==> src/rtl/core/tfr_pkg.sv <==
`timescale 1ns / 1ps
// ----------------------------------------------------------------------------
// tfr_pkg
// Shared types, constants and color expansion for the texel converter.
// ----------------------------------------------------------------------------
`default_nettype none

package tfr_pkg;

    localparam int PALETTE_DEPTH = 256;
    localparam int PAL_ADDR_W    = (PALETTE_DEPTH > 1) ? $clog2(PALETTE_DEPTH) : 1;
    localparam int IDX_W         = 8;
    localparam int WORD_W        = 32;
    localparam int ENTRIES_W     = 9;
    localparam int CFG_ADDR_W    = 2;
    localparam int CFG_DATA_W    = 9;

    typedef enum logic [2:0] {
        MODE_RGBA32 = 3'd0,
        MODE_RGB24  = 3'd1,
        MODE_RGBA16 = 3'd2,
        MODE_IDX8   = 3'd3,
        MODE_IDX4   = 3'd4
    } mode_t;

    typedef enum logic [CFG_ADDR_W-1:0] {
        CFG_TEXTURE_MODE    = 2'd0,
        CFG_PALETTE_FORMAT  = 2'd1,
        CFG_PALETTE_ENTRIES = 2'd2
    } cfg_reg_t;

    typedef enum logic [1:0] {
        OP_WRITE  = 2'd0,
        OP_DIRECT = 2'd1,
        OP_LOOKUP = 2'd2
    } op_kind_t;

    typedef struct packed {
        mode_t                texture_mode;
        logic                 palette_format;
        logic [ENTRIES_W-1:0] palette_entries;
    } cfg_t;

    typedef struct packed {
        op_kind_t          kind;
        logic [IDX_W-1:0]  idx;
        logic [WORD_W-1:0] word;
        logic              last_of_item;
        logic              image_end;
    } op_t;

    typedef struct packed {
        logic [WORD_W-1:0] rgba;
        logic              last_of_item;
        logic              image_end;
    } pixel_t;

    // 5-5-5-1 to RGBA8888, red in the low byte
    function automatic logic [WORD_W-1:0] expand16(input logic [15:0] p);
        logic [7:0] r8;
        logic [7:0] g8;
        logic [7:0] b8;
        logic [7:0] a8;
        r8 = {p[4:0], p[4:2]};
        g8 = {p[9:5], p[9:7]};
        b8 = {p[14:10], p[14:12]};
        a8 = {8{p[15]}};
        return {a8, b8, g8, r8};
    endfunction

endpackage

`default_nettype wire

==> src/rtl/core/tfr_color.sv <==
`timescale 1ns / 1ps
// ----------------------------------------------------------------------------
// tfr_color
// Color stage: converts direct texels, range-checks lookups, then expands
// the palette entry in 16-bit format and selects the final RGBA8888 pixel.
// ----------------------------------------------------------------------------
`default_nettype none

module tfr_color
    import tfr_pkg::*;
(
    input  wire logic              clk,
    input  wire logic              rst_n,
    input  wire cfg_t              cfg,
    input  wire logic              adv,
    input  wire logic              s1_valid,
    input  wire op_t               s1_op,
    input  wire logic [WORD_W-1:0] rdata,
    output logic                   px_valid,
    output pixel_t                 px
);

    logic              s2_valid_reg;
    logic              s2_lookup_reg;
    logic              s2_hit_reg;
    logic [WORD_W-1:0] s2_direct_reg;
    logic              s2_last_reg;
    logic              s2_end_reg;

    logic [WORD_W-1:0] direct;
    logic              hit;
    logic [WORD_W-1:0] entry;

    always_comb
    begin
        unique case (cfg.texture_mode)
            MODE_RGB24:  direct = {8'hFF, s1_op.word[23:0]};
            MODE_RGBA16: direct = expand16(s1_op.word[15:0]);
            default:     direct = s1_op.word;
        endcase
        hit = ({1'b0, s1_op.idx} < cfg.palette_entries)
           && ({1'b0, s1_op.idx} < ENTRIES_W'(PALETTE_DEPTH));
    end

    always_ff @(posedge clk or negedge rst_n)
    begin
        if (!rst_n)
        begin
            s2_valid_reg <= 1'b0;
        end
        else if (adv)
        begin
            s2_valid_reg <= s1_valid && (s1_op.kind != OP_WRITE);
        end
    end

    always_ff @(posedge clk)
    begin
        if (adv)
        begin
            s2_lookup_reg <= (s1_op.kind == OP_LOOKUP);
            s2_hit_reg    <= hit;
            s2_direct_reg <= direct;
            s2_last_reg   <= s1_op.last_of_item;
            s2_end_reg    <= s1_op.image_end;
        end
    end

    always_comb
    begin
        entry = cfg.palette_format ? expand16(rdata[15:0]) : rdata;
        if (!s2_lookup_reg)
        begin
            px.rgba = s2_direct_reg;
        end
        else if (s2_hit_reg)
        begin
            px.rgba = entry;
        end
        else
        begin
            px.rgba = '0;
        end
        px.last_of_item = s2_last_reg;
        px.image_end    = s2_end_reg;
        px_valid        = s2_valid_reg;
    end

endmodule

`default_nettype wire

==> config.mk <==
export PLATFORM = sky130hd
export DESIGN_NAME = tfr_color
export DESIGN_NICKNAME = d
export VERILOG_FILES = /design/src/rtl/core/tfr_pkg.sv /design/src/rtl/core/tfr_color.sv
export SDC_FILE = /design/constraint.sdc
export NUM_CORES = 1
export LEC_CHECK = 0
export ABC_CLOCK_PERIOD_IN_PS = 1300
export BUFFER_PORTS_ARGS = -buffer_cell sky130_fd_sc_hd__clkbuf_2
export CORE_MARGIN = 2
export CORE_UTILIZATION = 46
export DETAILED_ROUTE_END_ITERATION = 16
export GPL_TIMING_DRIVEN = 0
export PLACE_DENSITY = 0.93
export SLEW_MARGIN = 10
export SYNTH_ARGS = -nofsm -noshare
export SYNTH_HDL_FRONTEND = slang
export SYNTH_SLANG_ARGS = --single-unit
==> constraint.sdc <==
create_clock -name clk -period 1.3 [get_ports clk]
set_input_delay 0.065 -clock clk [delete_from_list [all_inputs] [get_ports clk]]
set_output_delay 0.065 -clock clk [all_outputs]
set_load 0.01 [all_outputs]
Word level (Yosys, flattened, before mapping)
Cells that the tools add are included.

storage, ports and cells
  flip-flop bits (word level) = 37

operators by class
  equal/unequal tests = 3
  multiplexer cells = 4
  reduce and logical (&&, ||, !) cells = 2
  $lt $le $gt $ge = 1

operators with widths
  cell                                                                   count
  32-bit two-way mux                                                     3
  32-bit one-hot mux with 2 select lines                                 1
  8-bit by 9-bit < comparator with 1-bit output                          1
  3-bit by 1-bit equality test with 1-bit output, second input constant  1
  3-bit by 2-bit equality test with 1-bit output, second input constant  1
  2-bit equality test, second input constant                             1
  2-bit nonzero test                                                     1
  1-bit logical AND                                                      1

Longest topological paths before layout
  depth after elaboration = 3
  gate-level depth with buffers = 5

Worst setup path before layout
No wires, ideal clock.

  path type = reg-to-output
  from = reg s2_lookup_reg
  to = out px[13] (netlist bit)
  setup slack = 172 ps
  required time = 1,235 ps
  cell stages (with the launch flop) = 5
  arrival time = 1,063 ps
  cells stage by stage = edfxtp_1 > clkbuf_1 > nand2_1 > buf_1 > o22ai_1

RTL lines
  what                      line             RTL
  start: declaration        tfr_color.sv:24  logic s2_lookup_reg;
  start signal: assignment  tfr_color.sv:61  s2_lookup_reg <= (s1_op.kind == OP_LOOKUP);
  end: declaration          tfr_color.sv:20  output pixel_t px

==> flow_metrics.env <==
export IMPL_synth_top_area_share=0.442
export IMPL_synth_seq_cells=37
export IMPL_fin_crit_ns=1.47
export IMPL_start_kind="flip-flop"
export IMPL_min_from="s1_valid"
export IMPL_synthArstFlopShare=0.0270
export IMPL_cp_arrival_ns=1.41
export IMPL_initial_core_util=0.479
export IMPL_rsz0062_at_grt="true"
export IMPL_grt_pass1_wl_mm=11.3
export IMPL_peakVddDrop_mv=0.550
export IMPL_status="complete, but fails checks"
export IMPL_tightest_slew_ns=0.955
export IMPL_worstSetupEndpointType="output port"
export IMPL_cts_made_buffers=5
export IMPL_largest_reg_flops=32
export IMPL_design_die_area_um2=5920
export IMPL_post_synth_top_count_cell="inv_1"
export IMPL_portBuffers=126
export IMPL_ios=128
export IMPL_area_growth_pct=51.4
export IMPL_cp_max_fo=8
export IMPL_syn_area_um2=2450
export IMPL_relSlewSlack=0.364
export IMPL_drt_pass1_iterations=4
export IMPL_worstHoldPathType="in -> reg"
export IMPL_seq_area_um2=1110
export IMPL_crit_chain="buf_6 > buf_8 > o22ai_2 > buf_2"
export IMPL_grt_pass1_vias=2383
export IMPL_p_per_area_nw_per_um2=909
export IMPL_finalNetCount=459
export IMPL_max_freq_mhz=678
export IMPL_cp_buffers_inverters=3
export IMPL_clockBufferDepth=2
export IMPL_viasPerCell=5.28
export IMPL_hold_path_depth=3
export IMPL_leakagePower_nw=1.88
export IMPL_r2r_start="px_valid"
export IMPL_htreeDepth=2
export IMPL_vias=2264
export IMPL_yosys_warnings=0
export IMPL_slew_viol_final=0
export IMPL_yosys_top_cells_count="inv_1 (42), edfxtp_1 (36), o22ai_1 (32), mux2i_1 (24)"
export IMPL_synth_area_top_cells="edfxtp_1 (44%), mux2i_1 (9.8%), o22ai_1 (8.2%)"
export IMPL_die_h_um=76.9
export IMPL_yosysTopAreaCell="edfxtp_1"
export IMPL_critPathRequiredTime_ns=1.24
export IMPL_final_util=0.725
export IMPL_slowest_stage="edfxtp_1"
export IMPL_clk_insertion_delay_late_ns=0.28
export IMPL_core_um2=5110
export IMPL_syn_avg_cell_area_um2=11.1
export IMPL_drive_above_1_share=0.579
export IMPL_max_cap_viol_count=0
export IMPL_drc_errors=0
export IMPL_grt_overflow_total=0
export IMPL_timing_rr_end="px_valid"
export IMPL_violations="negative setup slack"
export IMPL_r2r_slack_ns=0.64
export IMPL_rows=26
export IMPL_post_place_ws_ns=-0.264
export IMPL_wire_per_inst_um=17.5
export IMPL_path_clk_slew_ns=0.06
export IMPL_reg2reg_depth=2
export IMPL_grt_max_degree=39
export IMPL_fin_ws_ns=-0.174
export IMPL_first_iter_violations=109
export IMPL_clock_sinks=37
export IMPL_grt_usage=0.243
export IMPL_worstSetupPathType="reg -> out"
export IMPL_synth_cells=220
export IMPL_whs_endpoint="px_valid"
export IMPL_fill_cells=364
export IMPL_synth_seq_area_share=0.452
export IMPL_hold_violations=0
export IMPL_cts_root_buf="clkbuf_8"
export IMPL_clock_skew_ns=0
export IMPL_antenna_found_initial=0
export IMPL_ys_flop_type="edfxtp_1"
export IMPL_globalplace_congestion=0.861
export IMPL_crit_family="buffers and inverters"
export IMPL_multi_input_area_um2=1340
export IMPL_antenna_left=0
export IMPL_cts_tree="built"
export IMPL_routed_wl_mm=7.53
export IMPL_synth_cell_type_count=28
export IMPL_diodes=0
export IMPL_fin_crit_sh=1.13
export IMPL_synth_net_count=320
export IMPL_critPathMaxStageDelay_ns=0.42
export IMPL_synth_edff_count=36
export IMPL_place_hpwl_mm=5.17
export IMPL_setup_viol=31
export IMPL_die_w_um=76.9
[metrics by stage]
stage / power (mW) / cells / setup TNS, ns / hold slack (ns) / instance area (um^2)
2_1_floorplan: 1.95 / 220 / 0 / -0.231 / 2450
3_3_place_gp: 2.32 / 416 / -4.99 / -0.158 / 3160
3_5_place_dp: 2.35 / 416 / -5.74 / -0.158 / 3160
4_1_cts: 3.28 / 429 / -3.33 / 0.0286 / 3610
5_1_grt: 3.50 / 429 / -4.92 / 0.0406 / 3700
6_report: 3.37 / 429 / -3.21 / 0.0374 / 3700
[power by group]
group | internal (mW) | leakage [nW] | total, mW | switching (mW)
Clock | 0.361 | 0.0387 | 0.728 | 0.367
Combinational | 0.595 | 1.48 | 1.16 | 0.569
Sequential | 1.44 | 0.365 | 1.48 | 0.0405
[routing by layer]
layer  track usage  up-vias  wire [um]
met5             0        -          0
li1              -     1073          -
met1         0.281     1056       2980
met2         0.426      113       3870
met4         0.145        0        242
met3        0.0318       22        426
[worst min-delay path, delay by kind of cell]
kind / cells / cell delay (ns)
buffers and inverters: 1 / 0.08
AO/OA/AOI/OAI: 2 / 0.14
[final cells by class]
type	count	area share
Buffer	15	0.0486
Clock buffer	6	0.0196
Clock inverter	1	0.00101
Inverter	42	0.0426
Multi-Input combinational cell	125	0.361
Sequential cell	37	0.299
Tap cell	70	0.0236
Timing Repair Buffer	133	0.205
[timing repair]
item,CTS,global route
resized for setup,54,37
hold endpoints to repair,3,0
setup buffers,1,0
hold buffers,3,0
pin swaps,27,1
cloned,3,0
endpoints found under the setup margin,32,32
[cell usage in the layout, fill, tap and decap left out, drive strengths merged]
| cell type | instances |
|---|---|
| a21oi | 11 |
| clkbuf | 115 |
| a21o | 9 |
| o211ai | 2 |
| dlygate4sd3 | 3 |
| a211oi | 1 |
| nand3b | 1 |
| o21ai | 2 |
| inv | 42 |
| clkinv | 1 |
| a2bb2oi | 1 |
| o22ai | 32 |
| mux2i | 24 |
| buf | 36 |
| dfrtp | 1 |
| nand4b | 1 |
| nand2 | 4 |
| mux2 | 24 |
| nor2b | 2 |
| nor2 | 1 |
| edfxtp | 36 |
| ha | 7 |
| nand2b | 1 |
| and2 | 2 |
[cells by family (layout without fill, tap and decap cells)]
| group | Yosys count | after routing | synth area share |
|---|---|---|---|
| DFF | 37 | 37 | 0.452 |
| and+or+nand+nor | 12 | 12 | 0.0312 |
| AOI/OAI and AO/OA | 58 | 58 | 0.150 |
| muxes | 48 | 48 | 0.227 |
| buffers and inverters | 58 | 197 | 0.103 |
| adders and majority gates | 7 | 7 | 0.0358 |
[how the worst max path moves through the flow]
stage | start | to | slack [ns] | depth (start not counted)
floorplan | s2_lookup_reg | px[13] | 0.17 | 4
global placement | s2_lookup_reg | px[20] | -0.24 | 5
detailed placement | s2_lookup_reg | px[20] | -0.26 | 5
CTS | s2_lookup_reg | px[5] | -0.13 | 4
global route | s2_lookup_reg | px[12] | -0.22 | 4
finish | s2_lookup_reg | px[12] | -0.17 | 4
No activity file was read; power rests on OpenSTA's default activity.
