### config.mk
export PLATFORM = sky130hd
export DESIGN_NAME = tfr_issue
export DESIGN_NICKNAME = d
export VERILOG_FILES = /design/src/rtl/core/tfr_pkg.sv /design/src/rtl/core/tfr_issue.sv
export SDC_FILE = /design/constraint.sdc
export NUM_CORES = 1
export LEC_CHECK = 0
export ABC_AREA = 0
export BUFFER_PORTS_ARGS = -buffer_cell sky130_fd_sc_hd__buf_2
export CAP_MARGIN = 5
export CORE_MARGIN = 2
export CORE_UTILIZATION = 44
export DETAILED_ROUTE_END_ITERATION = 10
export GPL_TIMING_DRIVEN = 0
export PLACE_DENSITY = 0.81
export SLEW_MARGIN = 25
export SYNTH_ARGS = -nofsm -noshare
export SYNTH_HDL_FRONTEND = slang
export SYNTH_SLANG_ARGS = --single-unit
### constraint.sdc
create_clock -name clk -period 10.15 [get_ports clk]
set_input_delay 0.5075 -clock clk [delete_from_list [all_inputs] [get_ports clk]]
set_output_delay 0.5075 -clock clk [all_outputs]
set_load 0.005 [all_outputs]
### src/rtl/core/tfr_pkg.sv
`timescale 1ns / 1ps
// ----------------------------------------------------------------------------
// tfr_pkg
// Shared types, constants and color expansion for the texel converter.
// ----------------------------------------------------------------------------
`default_nettype none

package tfr_pkg;

    localparam int PALETTE_DEPTH = 256;
    localparam int PAL_ADDR_W    = (PALETTE_DEPTH > 1) ? $clog2(PALETTE_DEPTH) : 1;
    localparam int IDX_W         = 8;
    localparam int WORD_W        = 32;
    localparam int ENTRIES_W     = 9;
    localparam int CFG_ADDR_W    = 2;
    localparam int CFG_DATA_W    = 9;

    typedef enum logic [2:0] {
        MODE_RGBA32 = 3'd0,
        MODE_RGB24  = 3'd1,
        MODE_RGBA16 = 3'd2,
        MODE_IDX8   = 3'd3,
        MODE_IDX4   = 3'd4
    } mode_t;

    typedef enum logic [CFG_ADDR_W-1:0] {
        CFG_TEXTURE_MODE    = 2'd0,
        CFG_PALETTE_FORMAT  = 2'd1,
        CFG_PALETTE_ENTRIES = 2'd2
    } cfg_reg_t;

    typedef enum logic [1:0] {
        OP_WRITE  = 2'd0,
        OP_DIRECT = 2'd1,
        OP_LOOKUP = 2'd2
    } op_kind_t;

    typedef struct packed {
        mode_t                texture_mode;
        logic                 palette_format;
        logic [ENTRIES_W-1:0] palette_entries;
    } cfg_t;

    typedef struct packed {
        op_kind_t          kind;
        logic [IDX_W-1:0]  idx;
        logic [WORD_W-1:0] word;
        logic              last_of_item;
        logic              image_end;
    } op_t;

    typedef struct packed {
        logic [WORD_W-1:0] rgba;
        logic              last_of_item;
        logic              image_end;
    } pixel_t;

    // 5-5-5-1 to RGBA8888, red in the low byte
    function automatic logic [WORD_W-1:0] expand16(input logic [15:0] p);
        logic [7:0] r8;
        logic [7:0] g8;
        logic [7:0] b8;
        logic [7:0] a8;
        r8 = {p[4:0], p[4:2]};
        g8 = {p[9:5], p[9:7]};
        b8 = {p[14:10], p[14:12]};
        a8 = {8{p[15]}};
        return {a8, b8, g8, r8};
    endfunction

endpackage

`default_nettype wire

### src/rtl/core/tfr_issue.sv
`timescale 1ns / 1ps
// ----------------------------------------------------------------------------
// tfr_issue
// Input stage: holds one transaction; unless stalled, issues one pixel
// operation per cycle, two for a paired 4-bit index byte (high nibble first).
// ----------------------------------------------------------------------------
`default_nettype none

module tfr_issue
    import tfr_pkg::*;
(
    input  wire logic              clk,
    input  wire logic              rst_n,
    input  wire cfg_t              cfg,
    input  wire logic              s_valid,
    output logic                   s_ready,
    input  wire logic              s_command,
    input  wire logic [IDX_W-1:0]  s_palette_index,
    input  wire logic [WORD_W-1:0] s_pixel_word,
    input  wire logic              s_last_pixel,
    input  wire logic              s_odd_tail,
    input  wire logic              adv,
    output logic                   op_valid,
    output op_t                    op
);

    logic              s0_valid_reg;
    logic              phase_reg;
    logic              s0_cmd_reg;
    logic [IDX_W-1:0]  s0_idx_reg;
    logic [WORD_W-1:0] s0_word_reg;
    logic              s0_last_reg;
    logic              s0_tail_reg;

    logic split;
    logic done;
    logic kind_ok;

    always_comb
    begin
        split   = s0_cmd_reg && (cfg.texture_mode == MODE_IDX4) && !s0_tail_reg;
        done    = !split || phase_reg;
        kind_ok = 1'b1;
        op.kind = OP_DIRECT;
        op.idx  = s0_idx_reg;
        op.word = s0_word_reg;
        if (!s0_cmd_reg)
        begin
            op.kind = OP_WRITE;
        end
        else
        begin
            unique case (cfg.texture_mode)
                MODE_RGBA32, MODE_RGB24, MODE_RGBA16:
                begin
                    op.kind = OP_DIRECT;
                end
                MODE_IDX8:
                begin
                    op.kind = OP_LOOKUP;
                    op.idx  = s0_word_reg[7:0];
                end
                MODE_IDX4:
                begin
                    op.kind = OP_LOOKUP;
                    op.idx  = phase_reg ? {4'h0, s0_word_reg[3:0]}
                                        : {4'h0, s0_word_reg[7:4]};
                end
                default:
                begin
                    kind_ok = 1'b0;
                end
            endcase
        end
        op.last_of_item = done;
        op.image_end    = done && s0_last_reg;
        op_valid        = s0_valid_reg && kind_ok;
        s_ready         = !s0_valid_reg || (adv && done);
    end

    always_ff @(posedge clk or negedge rst_n)
    begin
        if (!rst_n)
        begin
            s0_valid_reg <= 1'b0;
            phase_reg    <= 1'b0;
        end
        else if (s_valid && s_ready)
        begin
            s0_valid_reg <= 1'b1;
            phase_reg    <= 1'b0;
        end
        else if (adv && s0_valid_reg)
        begin
            if (done)
            begin
                s0_valid_reg <= 1'b0;
                phase_reg    <= 1'b0;
            end
            else
            begin
                phase_reg <= 1'b1;
            end
        end
    end

    always_ff @(posedge clk)
    begin
        if (s_valid && s_ready)
        begin
            s0_cmd_reg  <= s_command;
            s0_idx_reg  <= s_palette_index;
            s0_word_reg <= s_pixel_word;
            s0_last_reg <= s_last_pixel;
            s0_tail_reg <= s_odd_tail;
        end
    end

endmodule

`default_nettype wire

Yosys cells after proc, flatten, opt, wreduce, memory -nomap -nowiden

Cells that the tools add are included.

Word-level logic and storage cells: 42
Register bits after elaboration: 45
Output and inout port bits: 46

Eq/ne operators: 4
Reduce and logical (&&, ||, !) cells: 18
Muxes and demuxes: 13

Operators by type and width:

| cell               | count |
|---|---|
| $pmux 8 s2         | 1 |
| $mux 1             | 8 |
| $mux 8             | 1 |
| $logic_and 1x1->1  | 7 |
| $eq 3x2->1 const B | 2 |
| $reduce_or 5->1    | 1 |
| $mux 2             | 2 |
| $mux 4             | 1 |
| $reduce_bool 2->1  | 2 |
| $eq 3x1->1 const B | 1 |
| $eq 3x3->1 const B | 1 |
| $logic_not 1->1    | 3 |
| $logic_not 3->1    | 1 |
| $logic_or 1x1->1   | 2 |
| $reduce_and 2->1   | 1 |
| $reduce_or 2->1    | 1 |

Longest topological paths before layout

Depth in word-level cells: 10
Mapped depth: 5
Gate-level depth less buffers: 3

Worst setup path after synthesis

Ideal clock, no wire load.

Kind: input port to flip-flop
Start: input port cfg[10] (netlist name)
End: register s0_cmd_reg (enable)
Setup time: 0.510 ns
Cell stages on the path: 4
Path slack: 5.593 ns
Arrival: 4.047 ns
Cells stage by stage: nand4bb_1 -> buf_2 -> o31ai_1 -> a21boi_0

Word-level cells in the longest chain between the ends: 8

Ends and longest elaborated chain:

| what                           | RTL line         | RTL |
|---|---|---|
| start, declared                | tfr_issue.sv:14  | `input wire cfg_t cfg,` |
| $eq 3x3->1                     | tfr_issue.sv:41  | `split = s0_cmd_reg && (cfg.texture_mode == MODE_IDX4) && !s0_tail_reg;` |
| $logic_and 1x1->1 (2 in a row) | tfr_issue.sv:41  |  |
| $logic_not 1->1                | tfr_issue.sv:42  | `done = !split \|\| phase_reg;` |
| $logic_or 1x1->1               | tfr_issue.sv:42  |  |
| $logic_and 1x1->1              | tfr_issue.sv:78  | `s_ready = !s0_valid_reg \|\| (adv && done);` |
| $logic_or 1x1->1               | tfr_issue.sv:78  |  |
| $logic_and 1x1->1              | tfr_issue.sv:109 | `if (s_valid && s_ready)` |
| end signal, assigned           | tfr_issue.sv:111 | `s0_cmd_reg <= s_command;` |
| end, declared                  | tfr_issue.sv:29  | `logic s0_cmd_reg;` |

Every way passes these cells.
A chain may end at the register's enable or synchronous reset.

Final worst setup path

Start: input port cfg[10] (netlist name)
End: output port s_ready

Word-level cells in the longest chain between the ends: 7

Ends and longest elaborated chain:

| what                           | RTL line        | RTL |
|---|---|---|
| $eq 3x3->1                     | tfr_issue.sv:41 |  |
| $logic_and 1x1->1 (2 in a row) | tfr_issue.sv:41 |  |
| $logic_not 1->1                | tfr_issue.sv:42 |  |
| $logic_or 1x1->1               | tfr_issue.sv:42 |  |
| $logic_and 1x1->1              | tfr_issue.sv:78 |  |
| $logic_or 1x1->1               | tfr_issue.sv:78 |  |
| end, declared                  | tfr_issue.sv:16 | `output logic s_ready,` |

Every way passes these cells.

==> metrics.md <==
| Metric | Value |
|---|---|
| Switching power as a share of total power | 20.7% |
| Synth Register Bits | 45 |
| Hold Vio Cnt, Final | 0 |
| Starting Density | 44.9% |
| RSZ-0062 raised after global routing | false |
| Data required time at the worst endpoint | 9640 ps |
| Final HPWL from detailed placement | 2640 um |
| Total I/O pin count | 106 |
| Yosys synthesis warning count | 0 |
| Worst path depth | 6 |
| Post-layout util | 63.4% |
| Commonest cells after routing, fill and taps aside | buf_2, edfxtp_1, clkbuf_8 |
| Clock tree from TritonCTS | built |
| Horizontal die dimension | 64.7 um |
| Power per unit of standard cell area | 156 nW/um2 |
| P_sw | 0.0739 mW |
| Number of slew-limit violations in the final report | 0 |
| Fill cell instance count of the final layout | 271 |
| H-tree depth reported by CTS | 2 |
| Residual DRC | 0 |
| Max Clock Freq | 0.428 GHz |
| IO buf count | 95 |
| Cell-internal power | 0.284 mW |
| Final weighted congestion in routability-driven placement | 0.781 |
| Maximum net fanout on the critical path | 8 |
| Number of cell rows | 22 |
| Area added between synthesis and finish | 41.2% |
| Number of unique standard cell types used by synthesis | 27 |
| Die height | 64.7 um |
| Number of iterations in the first detailed-routing pass | 4 |
| Clk Tree Root Cell | clkbuf_8 |
| Crit-path cells | buf_2 -> nand4bb_1 -> buf_2 -> o31ai_1 -> nand2_1 -> buf_2 |
| Worst vdd ir | 0.0991 mV |
| Setup total negative slack | 0 ps |
| Critical Path Start Type | input pin |
| Fraction of synthesized cell area taken by the top area cell type | 79.7% |
| Element type at the critical path end | output port |
| Maximum number of pins on one net before global-route repair | 26 |
| Worst Tran Pin Value | 692 ps |
| Post-route setup slack | 7810 ps |
| Routed WL | 3370 um |
| Wire length of the first global-routing pass | 5110 um |
| Most area-consuming cells after synthesis | edfxtp_1, dfrtp_1, a221o_1 |
| Crit-path most repeated cell | buf_2 |
| Ant. Diodes | 0 |
| Part of the total power dissipated in sequential elements | 61.5% |
| Leak | 0.992 nW |
| Synthesized netlist net count | 142 |
| Number of antenna violations at the first check in global routing | 0 |
| Buffering stage count on the worst path with inverters included | 3 |
| Peak per-stage delay on the critical path | 560 ps |
| Synthesized instance count | 82 |
| Final critical path time including I/O delays and setup | 2340 ps |
| Number of vias after detailed routing | 1123 |
| GRT Total Usage | 16.8% |
| Logic depth of the worst register-to-register path | 5 |
| Syn avg cell area | 19.8 um2 |
| GRT overflow | 0 |
| Total core area | 3610 um2 |
| Area enclosed by the die boundary | 4180 um2 |
| DR vias/cell | 4.78 |
| Sequential share of the synthesized area | 82.8% |
| Hold Path Stages | 1 |
| Worst slew margin relative to its limit | 53.8% |
| Non-Filler Instances | 235 |
| Most common library cell in the layout ignoring fill and taps | buf_2 |
| Mapped cell area | 1620 um2 |
| Class of the tightest hold or removal check | input pin to flip-flop |
| DRT antenna net count | 0 |
| Worst EP arrival | 1830 ps |
| Final clock skew | 7.77 ps |
| Final hold slack | 394 ps |
| Number of global-route vias before repair | 1139 |
| Class of the most critical setup path | input pin to output port |
| Relative contribution of the clock network to total power | 28.3% |
| Worst path top cell family by delay | compound AO/OA/AOI/OAI gates |
| Flip-flop count of the largest register, all copies and words added | 32 |
| Area occupied by registers | 1340 um2 |
| Worst slack at placement | 7750 ps |
| Average wire per standard cell | 14.3 um |
| Fraction of layout cells with a size suffix above 1 | 58.8% |
| Nets@finish | 246 |
| Placed cells | 226 |
| Run status | finished clean |
| Count of instances resized after the clock tree is built | 0 |
| Clock buffers created by TritonCTS | 5 |
| Worst skew pair latency | 280 ps |
| Number of violations of the max-capacitance limit | 0 |
| Final clock period utilization by the worst path | 23.0% |
| Slowest stage cell, crit path | o31ai_1 |
| Number of design-rule violations left by the first detailed-router iteration | 40 |
| Final count of negative-setup-slack endpoints | 0 |
| Comb pwr share | 10.2% |
| Largest area contributor in the synthesized netlist | edfxtp_1 |
| Number of sinks on the clock net | 45 |
| Area of combinational cells with multiple inputs | 255 um2 |
| Clock Pin Slew Worst Setup and Hold Paths | 80 ps |
| Maximum buffer depth of the clock tree | 2 |
[routing by layer]
metal / up-vias / global-route usage [%] / part of all wire, %
li1: 534 / - / -
met1: 524 / 17.3 / 35
met2: 63 / 31.8 / 55
met3: 2 / 6.60 / 9.5
met4: 0 / 3.99 / 0.39
met5: - / 0 / 0
[power by group through the flow]
stage / logic [mW] / clock network [mW] / registers (mW)
3_5_place_dp: 0.0368 / 0 / 0.224
3_3_place_gp: 0.0327 / 0 / 0.225
6_report: 0.0365 / 0.101 / 0.220
5_1_grt: 0.0404 / 0.114 / 0.221
4_1_cts: 0.0372 / 0.106 / 0.220
2_1_floorplan: 0.0111 / 0 / 0.225
[synthesized netlist by cell type]
master	count
a21boi_0	1
a21o_1	1
a221o_1	4
a22o_1	4
and2_1	2
and3_1	1
and4b_2	1
buf_2	1
buf_4	1
buf_6	1
clkbuf_1	1
dfrtp_1	2
edfxtp_1	43
inv_1	2
nand2_1	2
nand2b_1	1
nand3_1	1
nand3b_1	1
nand4bb_1	1
nor2b_4	1
nor3b_1	4
o211ai_1	1
o21ai_0	1
o21bai_1	1
o31ai_1	1
or3_1	1
or3b_2	1
[cells by family (layout without fill, tap and decap cells)]
group,after synthesis,in the layout,synth area share [%]
compound gates,14,14,7.26
buf+inv,6,111,2.16
flops,45,45,82.8
simple gates,17,17,7.80
[cell type report]
type                       count  share of cell area, %
sequential                    45                   58.6
clock inverter                 2                  0.438
inverter                       2                  0.328
clock buffer                   6                   3.17
timing repair buffer          97                   22.4
multi-input combinational     31                   11.2
tap                           48                   2.63
buffer                         4                   1.20
[repair_timing]
item / in CTS / in global routing
hold buffers: 1 / 0
setup buffers: 0 / 0
endpoints found under the hold margin: 2 / 0
[stage by stage]
| step | instance area (um2) | power, mW |
|---|---|---|
| floorplan | 1620 | 0.236 |
| global placement | 2160 | 0.257 |
| detailed placement | 2190 | 0.261 |
| CTS | 2290 | 0.363 |
| global route | 2290 | 0.375 |
| finish | 2290 | 0.358 |
[path summary, 6_finish.rpt]
| path | start | end | slack [ps] |
|---|---|---|---|
| max | cfg[10] | s_ready | 7810 |
| min | s_palette_index[5] | s0_idx_reg[5] | 390 |
| max reg2reg | s0_cmd_reg | s0_word_reg[9] | 8060 |
| min reg2reg | s0_tail_reg | phase_reg | 640 |
| max in group asynchronous | rst_n | phase_reg | 9510 |
| min in group asynchronous | rst_n | s0_valid_reg | 550 |
No activity file was read; power rests on OpenSTA's default activity.
