$ cat config.mk
export PLATFORM = sky130hd
export DESIGN_NAME = tfr_out_skid
export DESIGN_NICKNAME = d
export VERILOG_FILES = /design/src/rtl/core/tfr_pkg.sv /design/src/rtl/core/tfr_out_skid.sv
export SDC_FILE = /design/constraint.sdc
export NUM_CORES = 1
export LEC_CHECK = 0
export BUFFER_PORTS_ARGS = -buffer_cell sky130_fd_sc_hd__buf_2
export CAP_MARGIN = 0
export CORE_MARGIN = 2
export CORE_UTILIZATION = 29
export DETAILED_ROUTE_END_ITERATION = 16
export HOLD_SLACK_MARGIN = 0.1
export SYNTH_ARGS = -nofsm -noshare
export SYNTH_HDL_FRONTEND = slang
export SYNTH_SLANG_ARGS = --single-unit
$ cat constraint.sdc
create_clock -name clk -period 9.8 [get_ports clk]
set_input_delay 0.49 -clock clk [delete_from_list [all_inputs] [get_ports clk]]
set_output_delay 0.49 -clock clk [all_outputs]
set_load 0.01 [all_outputs]
$ cat src/rtl/core/tfr_pkg.sv
`timescale 1ns / 1ps
// ----------------------------------------------------------------------------
// tfr_pkg
// Shared types, constants and color expansion for the texel converter.
// ----------------------------------------------------------------------------
`default_nettype none

package tfr_pkg;

    localparam int PALETTE_DEPTH = 256;
    localparam int PAL_ADDR_W    = (PALETTE_DEPTH > 1) ? $clog2(PALETTE_DEPTH) : 1;
    localparam int IDX_W         = 8;
    localparam int WORD_W        = 32;
    localparam int ENTRIES_W     = 9;
    localparam int CFG_ADDR_W    = 2;
    localparam int CFG_DATA_W    = 9;

    typedef enum logic [2:0] {
        MODE_RGBA32 = 3'd0,
        MODE_RGB24  = 3'd1,
        MODE_RGBA16 = 3'd2,
        MODE_IDX8   = 3'd3,
        MODE_IDX4   = 3'd4
    } mode_t;

    typedef enum logic [CFG_ADDR_W-1:0] {
        CFG_TEXTURE_MODE    = 2'd0,
        CFG_PALETTE_FORMAT  = 2'd1,
        CFG_PALETTE_ENTRIES = 2'd2
    } cfg_reg_t;

    typedef enum logic [1:0] {
        OP_WRITE  = 2'd0,
        OP_DIRECT = 2'd1,
        OP_LOOKUP = 2'd2
    } op_kind_t;

    typedef struct packed {
        mode_t                texture_mode;
        logic                 palette_format;
        logic [ENTRIES_W-1:0] palette_entries;
    } cfg_t;

    typedef struct packed {
        op_kind_t          kind;
        logic [IDX_W-1:0]  idx;
        logic [WORD_W-1:0] word;
        logic              last_of_item;
        logic              image_end;
    } op_t;

    typedef struct packed {
        logic [WORD_W-1:0] rgba;
        logic              last_of_item;
        logic              image_end;
    } pixel_t;

    // 5-5-5-1 to RGBA8888, red in the low byte
    function automatic logic [WORD_W-1:0] expand16(input logic [15:0] p);
        logic [7:0] r8;
        logic [7:0] g8;
        logic [7:0] b8;
        logic [7:0] a8;
        r8 = {p[4:0], p[4:2]};
        g8 = {p[9:5], p[9:7]};
        b8 = {p[14:10], p[14:12]};
        a8 = {8{p[15]}};
        return {a8, b8, g8, r8};
    endfunction

endpackage

`default_nettype wire

$ cat src/rtl/core/tfr_out_skid.sv
`timescale 1ns / 1ps
// ----------------------------------------------------------------------------
// tfr_out_skid
// Output register with a skid entry; the pipeline advance is registered.
// ----------------------------------------------------------------------------
`default_nettype none

module tfr_out_skid
    import tfr_pkg::*;
(
    input  wire logic   clk,
    input  wire logic   rst_n,
    input  wire logic   in_valid,
    input  wire pixel_t in_px,
    output logic        adv,
    output logic        m_valid,
    input  wire logic   m_ready,
    output pixel_t      m_px
);

    logic   out_valid_reg;
    pixel_t out_reg;
    logic   skid_valid_reg;
    pixel_t skid_reg;
    logic   push;
    logic   drain;

    assign adv   = !skid_valid_reg;
    assign push  = in_valid && !skid_valid_reg;
    assign drain = !out_valid_reg || m_ready;

    always_ff @(posedge clk or negedge rst_n)
    begin
        if (!rst_n)
        begin
            out_valid_reg  <= 1'b0;
            skid_valid_reg <= 1'b0;
        end
        else if (drain)
        begin
            if (skid_valid_reg)
            begin
                skid_valid_reg <= 1'b0;
                out_valid_reg  <= 1'b1;
            end
            else
            begin
                out_valid_reg <= push;
            end
        end
        else if (push)
        begin
            skid_valid_reg <= 1'b1;
        end
    end

    always_ff @(posedge clk)
    begin
        if (drain)
        begin
            if (skid_valid_reg)
            begin
                out_reg <= skid_reg;
            end
            else if (push)
            begin
                out_reg <= in_px;
            end
        end
        else if (push)
        begin
            skid_reg <= in_px;
        end
    end

    assign m_valid = out_valid_reg;
    assign m_px    = out_reg;

endmodule

`default_nettype wire

## After elaboration in Yosys (flattened, before gate mapping)

Cells that the tools add are included.

| word-level totals | value |
|---|---|
| flip-flop bits (word level) | 70 |
| input port bits | 38 |
| output and inout port bits | 36 |
| logic and storage cells | 22 |

| operators by class | value |
|---|---|
| muxes and demuxes | 5 |
| bitwise operators | 1 |
| reduce and logical (&&, ||, !) cells | 8 |

Operator list:

| operator | number |
|---|---|
| $mux 34 | 2 |
| $reduce_and 2->1 | 2 |
| $reduce_bool 2->1 | 2 |
| $mux 1 | 3 |
| $logic_not 1->1 | 2 |
| $logic_and 1x1->1 | 1 |
| $logic_or 1x1->1 | 1 |
| $not 1->1 | 1 |

## Logic depth before layout (Yosys ltp)

Gate-level depths: netlist of the first run.

| depth | value |
|---|---|
| depth in word-level cells | 4 |
| mapped depth | 3 |
| depth with buffers taken out | 2 |

## Worst setup path before layout of the first run

No wires, ideal clock.

| timing | value |
|---|---|
| path type | in2reg |
| from | input m_ready |
| to | register skid_reg[0] (netlist name) (enable) |
| setup time | 0.475 ns |
| arrival time | 3.217 ns |
| data required time | 9.325 ns |
| slack | 6.108 ns |
| stages on the path | 2 |
| path through | nand2b_1 -> nor3b_1 |

| between the ends | value |
|---|---|
| cells in the longest elaborated chain, start to end | 3 |

Ends and longest elaborated chain:

| what | line | text |
|---|---|---|
| start: declaration | tfr_out_skid.sv:17 | `input wire logic m_ready,` |
| $logic_or 1x1->1 | tfr_out_skid.sv:30 | `assign drain = !out_valid_reg \|\| m_ready;` |
| $not 1->1 (no source line) | n/a |  |
| $reduce_and 2->1 (no source line) | n/a |  |
| end signal: assignment | tfr_out_skid.sv:72 | `skid_reg <= in_px;` |
| end: declaration | tfr_out_skid.sv:24 | `pixel_t skid_reg;` |

No other way between the ends.
A chain may end at the register's enable or synchronous reset.

## Worst setup path after layout of the first run

| timing | value |
|---|---|
| from | register skid_valid_reg |
| to | register out_reg, in the netlist m_px[19] (enable) |

| between the ends | value |
|---|---|
| cells in the longest elaborated chain, start to end | 4 |

Ends and longest elaborated chain:

| what | line | text |
|---|---|---|
| start: declaration | tfr_out_skid.sv:23 | `logic skid_valid_reg;` |
| start signal: assignment | tfr_out_skid.sv:37 | `skid_valid_reg <= 1'b0;` |
| start signal: assignment | tfr_out_skid.sv:43 | `skid_valid_reg <= 1'b0;` |
| start signal: assignment | tfr_out_skid.sv:53 | `skid_valid_reg <= 1'b1;` |
| $logic_not 1->1 | tfr_out_skid.sv:29 | `assign push = in_valid && !skid_valid_reg;` |
| $logic_and 1x1->1 | tfr_out_skid.sv:29 |  |
| $reduce_bool 2->1 (no source line) * | n/a |  |
| $reduce_and 2->1 (no source line) * | n/a |  |
| end signal: assignment | tfr_out_skid.sv:63 | `out_reg <= skid_reg;` |
| end signal: assignment | tfr_out_skid.sv:67 | `out_reg <= in_px;` |
| end: declaration | tfr_out_skid.sv:22 | `pixel_t out_reg;` |

Mark *: on every way between the ends. The rest lies on a longest branch, timed or not.

==> impl_metrics.csv, run 1 <==
group,metric,value,unit
outcome,status,"finished clean",
routing,dr.pass1.iters,4,
power_and_ir_drop,p_sw_share,21.9,%
place,place_ws,7.16,ns
sta,worst-slew-pin-transition,1.07,ns
finish,final_design_area_no_fill,3340,um2
clocking,cts.htree.levels,3,
synthesis,ys_ff_latch,70,
setup_path,arrival,2.52,ns
global_route,grt_max_degree,38,
routing,wirelength,4.50,mm
power_and_ir_drop,p_seq_share,56.5,%
finish,area_growth,24.3,%
power_and_ir_drop,p_switching,0.141,mW
place,placed_cell_area,3150,um2
flow_run,drv_cap,0,
setup_path,end_kind,"register",
finish,insertedDiodeCount,0,
clocking,cts_resized,0,
floorplan,core,9110,um2
finish,n_fill_cell,866,
power_and_ir_drop,power.share.clock,34.0,%
global_route,grt_usage,9.39,%
power_and_ir_drop,power.leakage,1.30,nW
floorplan,die_area,10000,um2
global_route,antenna_found_initial,0,
worst_hold_path,hp-start,"in_px[32]",
clocking,clkTransAtPathRegs,0.07,ns
setup_path,reg2reg_slack,7.24,ns
sta,finalSetupViolCount,0,
global_route,grt_pass1_wl,6.74,mm
clocking,clock_sinks,70,
sta,relSlewSlack,28.4,%
synthesis,synth_area,2690,um2
sta,timing.fmax,0.390,GHz
sta,fin_ws,7.24,ns
place,portBuffers,73,
worst_hold_path,whs_endpoint,"skid_reg[32]$_DFFE_PP_",
place,gp_congestion,0.660,
finish,finish.utilization,36.7,%
synthesis,synth_cell_types,12,
routing,final_antenna_net_count,0,
setup_path,rr_worst_depth,2,
routing,first_iter_violations,46,
clocking,root_buffer,"clkbuf_8",
synthesis,synth_top_area_share,76.0,%
setup_path,r2r-end,"m_px[19]$_DFFE_PP_",
synthesis,synth_nets,153,
sta,clock_skew,0.00574,ns
sta,holdWs,0.342,ns
power_and_ir_drop,power_density,192,nW/um2
setup_path,worst_r2r_startpoint,"skid_valid_reg$_DFFE_PN0P_",
global_route,grt_pass1_vias,1279,
clocking,clockBufferDepth,2,
sta,finalCritPeriodShare,26.1,%
routing,drc_errors,0,
floorplan,die_h,100,um
routing,via_count,1295,
sta,drv_slew,0,
setup_path,crit_fanout,37,
power_and_ir_drop,power_frac_comb,9.5,%
place,dp_hpwl,3.01,mm
routing,via_per_inst,4.12,
floorplan,fp-row-count,35,
setup_path,critPathKind,"reg -> reg",
setup_path,startpoint_type,"register",
power_and_ir_drop,p_int,0.502,mW
synthesis,ys_seq_area_share,77.9,%
sta,fin_tns_setup,0,ns
worst_hold_path,hold_depth,1,
finish,final_nets,236,
worst_hold_path,hold_path.class,"in -> reg",
synthesis,syn_area_per_cell,23.4,um2
clocking,numCtsBuffers,9,
sta,final.min_clock_period,2.56,ns
clocking,clock_latency,0.34,ns
floorplan,die_w,100,um
setup_path,crit_required,9.76,ns
synthesis,syn_inst,115,
floorplan,ios,74,
synthesis,synth_area_leader_cell,"edfxtp_1",
synthesis,yosysWarnings,0,
floorplan,initial_utilization,29.5,%
global_route,grt_overflow,0,
sta,rsz0062_at_grt,"no",
clocking,cts_tree,"done",
synthesis,synthTopCellsByArea,"edfxtp_1, mux2_4, mux2_2",
finish,drive_gt1_share,61.1,%
sta,final-hold-violation-count,0,
power_and_ir_drop,ir_worst_vdd,64.7,uV
routing,wl_per_cell,14.3,um
## metrics by stage
step | power, mW | instances
final | 0.643 | 314
after global routing | 0.673 | 314
after CTS | 0.653 | 314
after detailed placement | 0.432 | 297
after global placement | 0.431 | 297
after floorplan | 0.407 | 115
## synthesized netlist by cell type
cell	count
nand2b_1	1
nor2b_1	1
buf_12	3
dfrtp_1	2
mux2_2	6
nand2_1	1
nor3b_1	1
edfxtp_1	68
buf_6	1
nor2_1	2
mux2_4	28
inv_1	1
## routing by layer
metal	vias up	GRT usage (%)	wire [um]	share of wire [%]
met4	0	3.48	54	1.2
met3	6	5.43	392	8.7
met2	56	12.6	1930	43
li1	614	-	-	-
met5	-	0	0	0
met1	619	12.5	2120	47
## logic make-up after synthesis
logic type	count (synthesis)	share of synthesized area, %
mux	34	18.2
flops	70	77.9
buf+inv	5	2.79
simple gates	6	1.16
## cell usage in the layout (no fill, tap or decap)
cell type,n
bufinv_16,1
nor3b_2,1
dfrtp_1,1
inv_1,1
nand2b_1,1
edfxtp_1,68
clkbuf_1,2
nand2_1,1
clkinv_2,1
nor2_1,2
mux2_2,6
buf_2,73
clkinvlp_4,1
clkinv_1,2
nor2b_4,1
buf_4,2
dlygate4sd3_1,1
dfrtp_2,1
clkbuf_8,9
mux2_4,28
## worst max-delay path, cell delays in order (launching register included)
cell     delay (ns)
dfrtp_2        1.08
nor2_1         0.26
nor2b_4        0.82
## final cells by class
type                    instances  area (um2)  area share [%]
well taps                     111         139            4.16
clock inverters                 5        50.0            1.50
repair buffers                 76         390            11.7
inverters                       1        3.75           0.112
clock buffers                  11         131            3.93
flip-flops and latches         70        2090            62.7
multi-input cells              40         532            15.9
## worst max-delay path by stage
stage,start,to,slack (ns)
5_1_grt,skid_valid_reg$_DFFE_PN0P_,m_px[17]$_DFFE_PP_,7.02
6_report,skid_valid_reg$_DFFE_PN0P_,m_px[19]$_DFFE_PP_,7.24
2_1_floorplan,m_ready,skid_reg[0]$_DFFE_PP_,6.11
4_1_cts,skid_valid_reg$_DFFE_PN0P_,m_px[19]$_DFFE_PP_,7.14
3_5_place_dp,skid_valid_reg$_DFFE_PN0P_,m_px[21]$_DFFE_PP_,7.16
3_3_place_gp,skid_valid_reg$_DFFE_PN0P_,m_px[4]$_DFFE_PP_,7.24
## repair_timing
action                                 4_1_cts  5_1_grt
setup buffers                                0        0
endpoints found under the hold margin        2        0
hold buffers                                 1        0
## power groups by stage
stage	clock (mW)	sequential (mW)	combinational (mW)
floorplan	0	0.371	0.0361
global placement	0	0.369	0.0611
detailed placement	0	0.370	0.0621
CTS	0.227	0.364	0.0625
global route	0.242	0.365	0.0668
finish	0.219	0.363	0.0609
Note: power is estimated with default switching activity, not from simulation.
==> run 2: changes to the inputs <==
==> constraint.sdc (replaced) <==
create_clock -name clk -period 2.4 [get_ports clk]
set_input_delay 0.12 -clock clk [delete_from_list [all_inputs] [get_ports clk]]
set_output_delay 0.12 -clock clk [all_outputs]
set_load 0.01 [all_outputs]
==> impl_metrics.csv, run 2 (same netlist as run 1, synthesis figures left out) <==
group,metric,value,unit
clocking,hold_buffers,37,
global_route,grt_usage,9.74,%
floorplan,core,9110,um2
setup_path,critPathKind,"reg -> out",
finish,drive_gt1_share,51.9,%
setup_path,r2r-end,"m_px[31]$_DFFE_PP_",
sta,fin_tns_setup,0,ns
setup_path,rr_worst_depth,2,
finish,final_cell_mix,"buf_2, edfxtp_1, dlygate4sd3_1",
routing,first_iter_violations,37,
outcome,status,"finished clean",
global_route,grt_pass1_vias,1409,
power_and_ir_drop,power.share.clock,33.1,%
global_route,antenna_found_initial,0,
worst_hold_path,hold_path.class,"in -> reg",
power_and_ir_drop,p_seq_share,54.9,%
floorplan,die_h,100,um
sta,timing.fmax,0.625,GHz
power_and_ir_drop,ir_worst_vdd,249,uV
setup_path,arrival,1.48,ns
global_route,grt_pass1_wl,7.19,mm
power_and_ir_drop,power_frac_comb,12.0,%
routing,wl_per_cell,13.1,um
setup_path,startpoint_type,"register",
routing,via_count,1429,
clocking,cts_tree,"done",
clocking,post-cts-setup-buffers,0,
sta,final.min_clock_period,1.60,ns
floorplan,die_w,100,um
routing,final_antenna_net_count,0,
clocking,root_buffer,"clkbuf_8",
sta,relSlewSlack,60.0,%
place,gp_congestion,0.671,
sta,drv_slew,0,
clocking,clock_latency,0.34,ns
setup_path,crit_required,2.28,ns
clocking,clockBufferDepth,2,
routing,wirelength,4.61,mm
sta,rsz0062_at_grt,"no",
worst_hold_path,hold_depth,3,
worst_hold_path,whs_endpoint,"skid_valid_reg$_DFFE_PN0P_",
clocking,cts_resized,0,
power_and_ir_drop,p_switching,0.576,mW
power_and_ir_drop,power.leakage,1.47,nW
setup_path,end_kind,"output pin",
flow_run,drv_cap,0,
floorplan,initial_utilization,29.5,%
setup_path,crit_fanout,35,
finish,final_nets,274,
clocking,clkTransAtPathRegs,0.07,ns
sta,finalCritPeriodShare,66.7,%
finish,area_growth,38.5,%
sta,clock_skew,0.00654,ns
clocking,numCtsBuffers,9,
sta,finalSetupViolCount,0,
routing,drc_errors,0,
global_route,grt_max_degree,36,
setup_path,reg2reg_slack,0.84,ns
sta,fin_ws,0.800,ns
power_and_ir_drop,p_int,2.08,mW
finish,insertedDiodeCount,0,
worst_hold_path,hp-start,"m_ready",
sta,worst-slew-pin-transition,0.600,ns
finish,layout_commonest_cell,"buf_2",
power_and_ir_drop,power_density,715,nW/um2
global_route,grt_overflow,0,
routing,dr.pass1.iters,4,
floorplan,fp-row-count,35,
sta,final-hold-violation-count,0,
routing,via_per_inst,4.06,
clocking,cts.htree.levels,3,
floorplan,ios,74,
floorplan,die_area,10000,um2
power_and_ir_drop,p_sw_share,21.6,%
clocking,clock_sinks,70,
place,portBuffers,73,
place,place_ws,0.808,ns
setup_path,worst_r2r_startpoint,"skid_valid_reg$_DFFE_PN0P_",
==> run 2: cell types whose count changed in the layout (fill, tap and decap cells not counted), sizes merged <==
cell and change:
dlygate4sd3 +36, buf +2, clkbuf -1, clkinv +1
==> run 2: critical path, stage by stage (launching register included) <==
cell and delay, ns:
dfrtp_2 0.39, buf_4 0.52, inv_1 0.08, buf_2 0.16
==> run 2: area by class of cell <==
cell class,instances,area (um2)
fillers,828,5390
multi-input cells,40,538
repair buffers,114,766
clock buffers,10,128
flip-flops and latches,70,2090
inverters,1,3.75
well taps,111,139
clock inverters,6,52.6
==> run 2: power by group through the flow <==
| stage | Sequential (mW) | Clock, mW | Combinational, mW |
|---|---|---|---|
| 2_1_floorplan | 1.51 | 0 | 0.151 |
| 3_3_place_gp | 1.48 | 0 | 0.276 |
| 3_5_place_dp | 1.49 | 0 | 0.280 |
| 4_1_cts | 1.46 | 0.914 | 0.327 |
| 5_1_grt | 1.47 | 0.958 | 0.348 |
| 6_report | 1.46 | 0.881 | 0.319 |
==> run 2: layer usage <==
| layer | GRT usage (%) | share of wire (%) | vias to the layer above |
|---|---|---|---|
| li1 | - | - | 691 |
| met1 | 11.6 | 44 | 671 |
| met3 | 3.27 | 6.7 | 12 |
| met4 | 5.37 | 2.3 | 0 |
| met5 | 0 | 0 | - |
| met2 | 15.5 | 47 | 55 |
==> run 2: worst max-delay path by stage <==
| stage | from | endpoint | slack, ns | depth (start not counted) |
|---|---|---|---|---|
| 2_1_floorplan | skid_valid_reg$_DFFE_PN0P_ | skid_reg[0]$_DFFE_PP_ | 0.42 | 3 |
| 3_3_place_gp | skid_valid_reg$_DFFE_PN0P_ | m_px[0]$_DFFE_PP_ | 0.84 | 2 |
| 3_5_place_dp | skid_valid_reg$_DFFE_PN0P_ | m_px[33]$_DFFE_PP_ | 0.81 | 2 |
| 4_1_cts | skid_valid_reg$_DFFE_PN0P_ | adv | 0.75 | 3 |
| 5_1_grt | skid_valid_reg$_DFFE_PN0P_ | adv | 0.69 | 3 |
| 6_report | skid_valid_reg$_DFFE_PN0P_ | adv | 0.80 | 3 |
==> run 2: per-stage QoR <==
stage	utilization, %	area (um2)	total power, mW	hold WS, ns	std cells
final	40.8	3720	2.66	0.152	352
after global routing	40.8	3720	2.77	0.162	352
after CTS	40.8	3720	2.70	0.132	352
after global placement	34.8	3170	1.76	-0.0899	299
after detailed placement	34.8	3170	1.77	-0.0879	299
after floorplan	-	2700	1.66	-0.176	115
==> run 3: changes to the inputs <==
==> constraint.sdc (replaced) <==
create_clock -name clk -period 1.36 [get_ports clk]
set_input_delay 0.068 -clock clk [delete_from_list [all_inputs] [get_ports clk]]
set_output_delay 0.068 -clock clk [all_outputs]
set_load 0.01 [all_outputs]
==> impl_metrics.csv, run 3 (same netlist as run 1, synthesis figures left out) <==
group,metric,value,unit
outcome,status,"finished clean",
floorplan,die_area,10000,um2
finish,final_cell_mix,"buf_2, edfxtp_1, dlygate4sd3_1",
setup_path,critical-path-max-stage-delay,0.53,ns
routing,dr.pass1.iters,4,
sta,worst-slew-pin-transition,0.302,ns
place,place_ws,0.0591,ns
finish,drive_gt1_share,54.7,%
sta,clock_skew,0.0117,ns
routing,via_count,1455,
clocking,cts.htree.levels,3,
place,gp_congestion,0.700,
global_route,grt_pass1_vias,1480,
setup_path,end_kind,"register",
setup_path,crit_required,1.39,ns
global_route,grt_overflow,0,
power_and_ir_drop,p_switching,1.12,mW
setup_path,path_cells,"dlygate4sd3_1 > buf_2 > nand2b_4 > nor3b_4 > buf_12",
power_and_ir_drop,power.share.clock,31.9,%
global_route,grt_pass1_wl,7.39,mm
clocking,post-cts-setup-buffers,0,
setup_path,r2r-end,"m_px[31]$_DFFE_PP_",
finish,n_fill_cell,799,
clocking,numCtsBuffers,9,
power_and_ir_drop,power_density,1230,nW/um2
power_and_ir_drop,p_int,3.57,mW
routing,drc_errors,0,
clocking,clock_latency,0.34,ns
floorplan,die_h,100,um
finish,layout_commonest_cell,"buf_2",
global_route,grt_max_degree,35,
sta,finalSetupViolCount,0,
floorplan,core,9110,um2
setup_path,arrival,1.36,ns
sta,fin_ws,0.0328,ns
power_and_ir_drop,p_seq_share,55.0,%
global_route,antenna_found_initial,0,
setup_path,reg2reg_slack,0.06,ns
sta,final-hold-violation-count,0,
sta,rsz0062_at_grt,"no",
worst_hold_path,hold_path.class,"in -> reg",
setup_path,cp_slowest_cell,"dlygate4sd3_1",
routing,first_iter_violations,30,
place,post-place-cells,301,
power_and_ir_drop,power.leakage,1.50,nW
setup_path,crit_family,"buffers and inverters",
flow_run,drv_cap,0,
power_and_ir_drop,ir_worst_vdd,368,uV
sta,timing.fmax,0.753,GHz
worst_hold_path,hp-start,"in_px[19]",
setup_path,worst_r2r_startpoint,"skid_valid_reg$_DFFE_PN0P_",
sta,fin_tns_setup,0,ns
worst_hold_path,hold_depth,2,
power_and_ir_drop,p_sw_share,23.9,%
setup_path,crit_fanout,29,
clocking,clkTransAtPathRegs,0.08,ns
setup_path,rr_worst_depth,3,
finish,insertedDiodeCount,0,
finish,fin_cells,356,
routing,via_per_inst,4.09,
place,dp_hpwl,3.21,mm
finish,final_nets,278,
global_route,grt_usage,9.89,%
floorplan,fp-row-count,35,
routing,wirelength,4.95,mm
sta,final.min_clock_period,1.33,ns
setup_path,worst-path-buf-inv,3,
clocking,cts_tree,"done",
setup_path,critPathKind,"in -> reg",
floorplan,die_w,100,um
clocking,clockBufferDepth,2,
floorplan,initial_utilization,29.5,%
floorplan,ios,74,
setup_path,startpoint_type,"input port",
sta,relSlewSlack,79.8,%
power_and_ir_drop,power_frac_comb,13.1,%
sta,drv_slew,0,
worst_hold_path,whs_endpoint,"skid_reg[19]$_DFFE_PP_",
setup_path,cp_num_cells,5,
routing,final_antenna_net_count,0,
clocking,clock_sinks,70,
place,portBuffers,73,
sta,finalCritPeriodShare,97.6,%
power_and_ir_drop,p_total,4.69,mW
clocking,root_buffer,"clkbuf_8",
finish,area_growth,42.0,%
routing,wl_per_cell,13.9,um
## run 3: changes by cell type in the layout (fill, tap and decap cells not counted), moves of 3 or more
cell / delta
clkinvlp_4: +3
clkinv_1: -4
inv_6: +3
buf_12: +3
## run 3: metal layers
| layer | track usage [%] | part of all wire [%] | vias to the layer above | routed length (um) |
|---|---|---|---|---|
| li1 | - | - | 701 | - |
| met1 | 12.0 | 46 | 695 | 2260 |
| met2 | 16.1 | 47 | 55 | 2350 |
| met3 | 3.20 | 6.3 | 4 | 310 |
| met4 | 4.43 | 0.67 | 0 | 33 |
| met5 | 0 | 0 | - | 0 |
## run 3: layout make-up
cell class	count	area (um2)	share of cell area, %
Sequential cell	70	2090	54.9
Timing Repair Buffer	118	853	22.4
Multi-Input combinational cell	40	546	14.3
Tap cell	111	139	3.64
Clock buffer	9	124	3.25
Clock inverter	7	56.3	1.48
Inverter	1	3.75	0.0984
## run 3: power groups by stage
stage	combinational (mW)	clock [mW]	sequential [mW]
3_5_place_dp	0.517	0	2.63
4_1_cts	0.601	1.55	2.58
5_1_grt	0.667	1.64	2.59
3_3_place_gp	0.510	0	2.63
6_report	0.616	1.49	2.58
2_1_floorplan	0.270	0	2.67
## run 3: how the worst max path moves through the flow
stage                               startpoint                endpoint  slack [ns]
floorplan           skid_valid_reg$_DFFE_PN0P_   skid_reg[0]$_DFFE_PP_       -0.62
global placement           m_valid$_DFFE_PN0P_  skid_reg[10]$_DFFE_PP_        0.09
detailed placement         m_valid$_DFFE_PN0P_      m_px[10]$_DFFE_PP_        0.06
CTS                        m_valid$_DFFE_PN0P_      m_px[16]$_DFFE_PP_        0.04
global route                           m_ready  skid_reg[16]$_DFFE_PP_       0.008
finish                                 m_ready  skid_reg[14]$_DFFE_PP_        0.03
## run 3: repair_timing
item | 4_1_cts | 5_1_grt
hold buffers | 37 | 1
hold endpoints to repair | 72 | 2
resized for setup | 0 | 1
endpoints found under the setup margin | 0 | 45
## run 3: metrics by stage
step                      util [%]  cell area, um2  hold WS [ns]
final                         41.9            3810         0.460
after global routing          41.9            3810         0.462
after CTS                     41.4            3770         0.102
after detailed placement      35.4            3220        -0.140
after global placement        35.4            3220        -0.144
after floorplan                  -            2710        -0.228
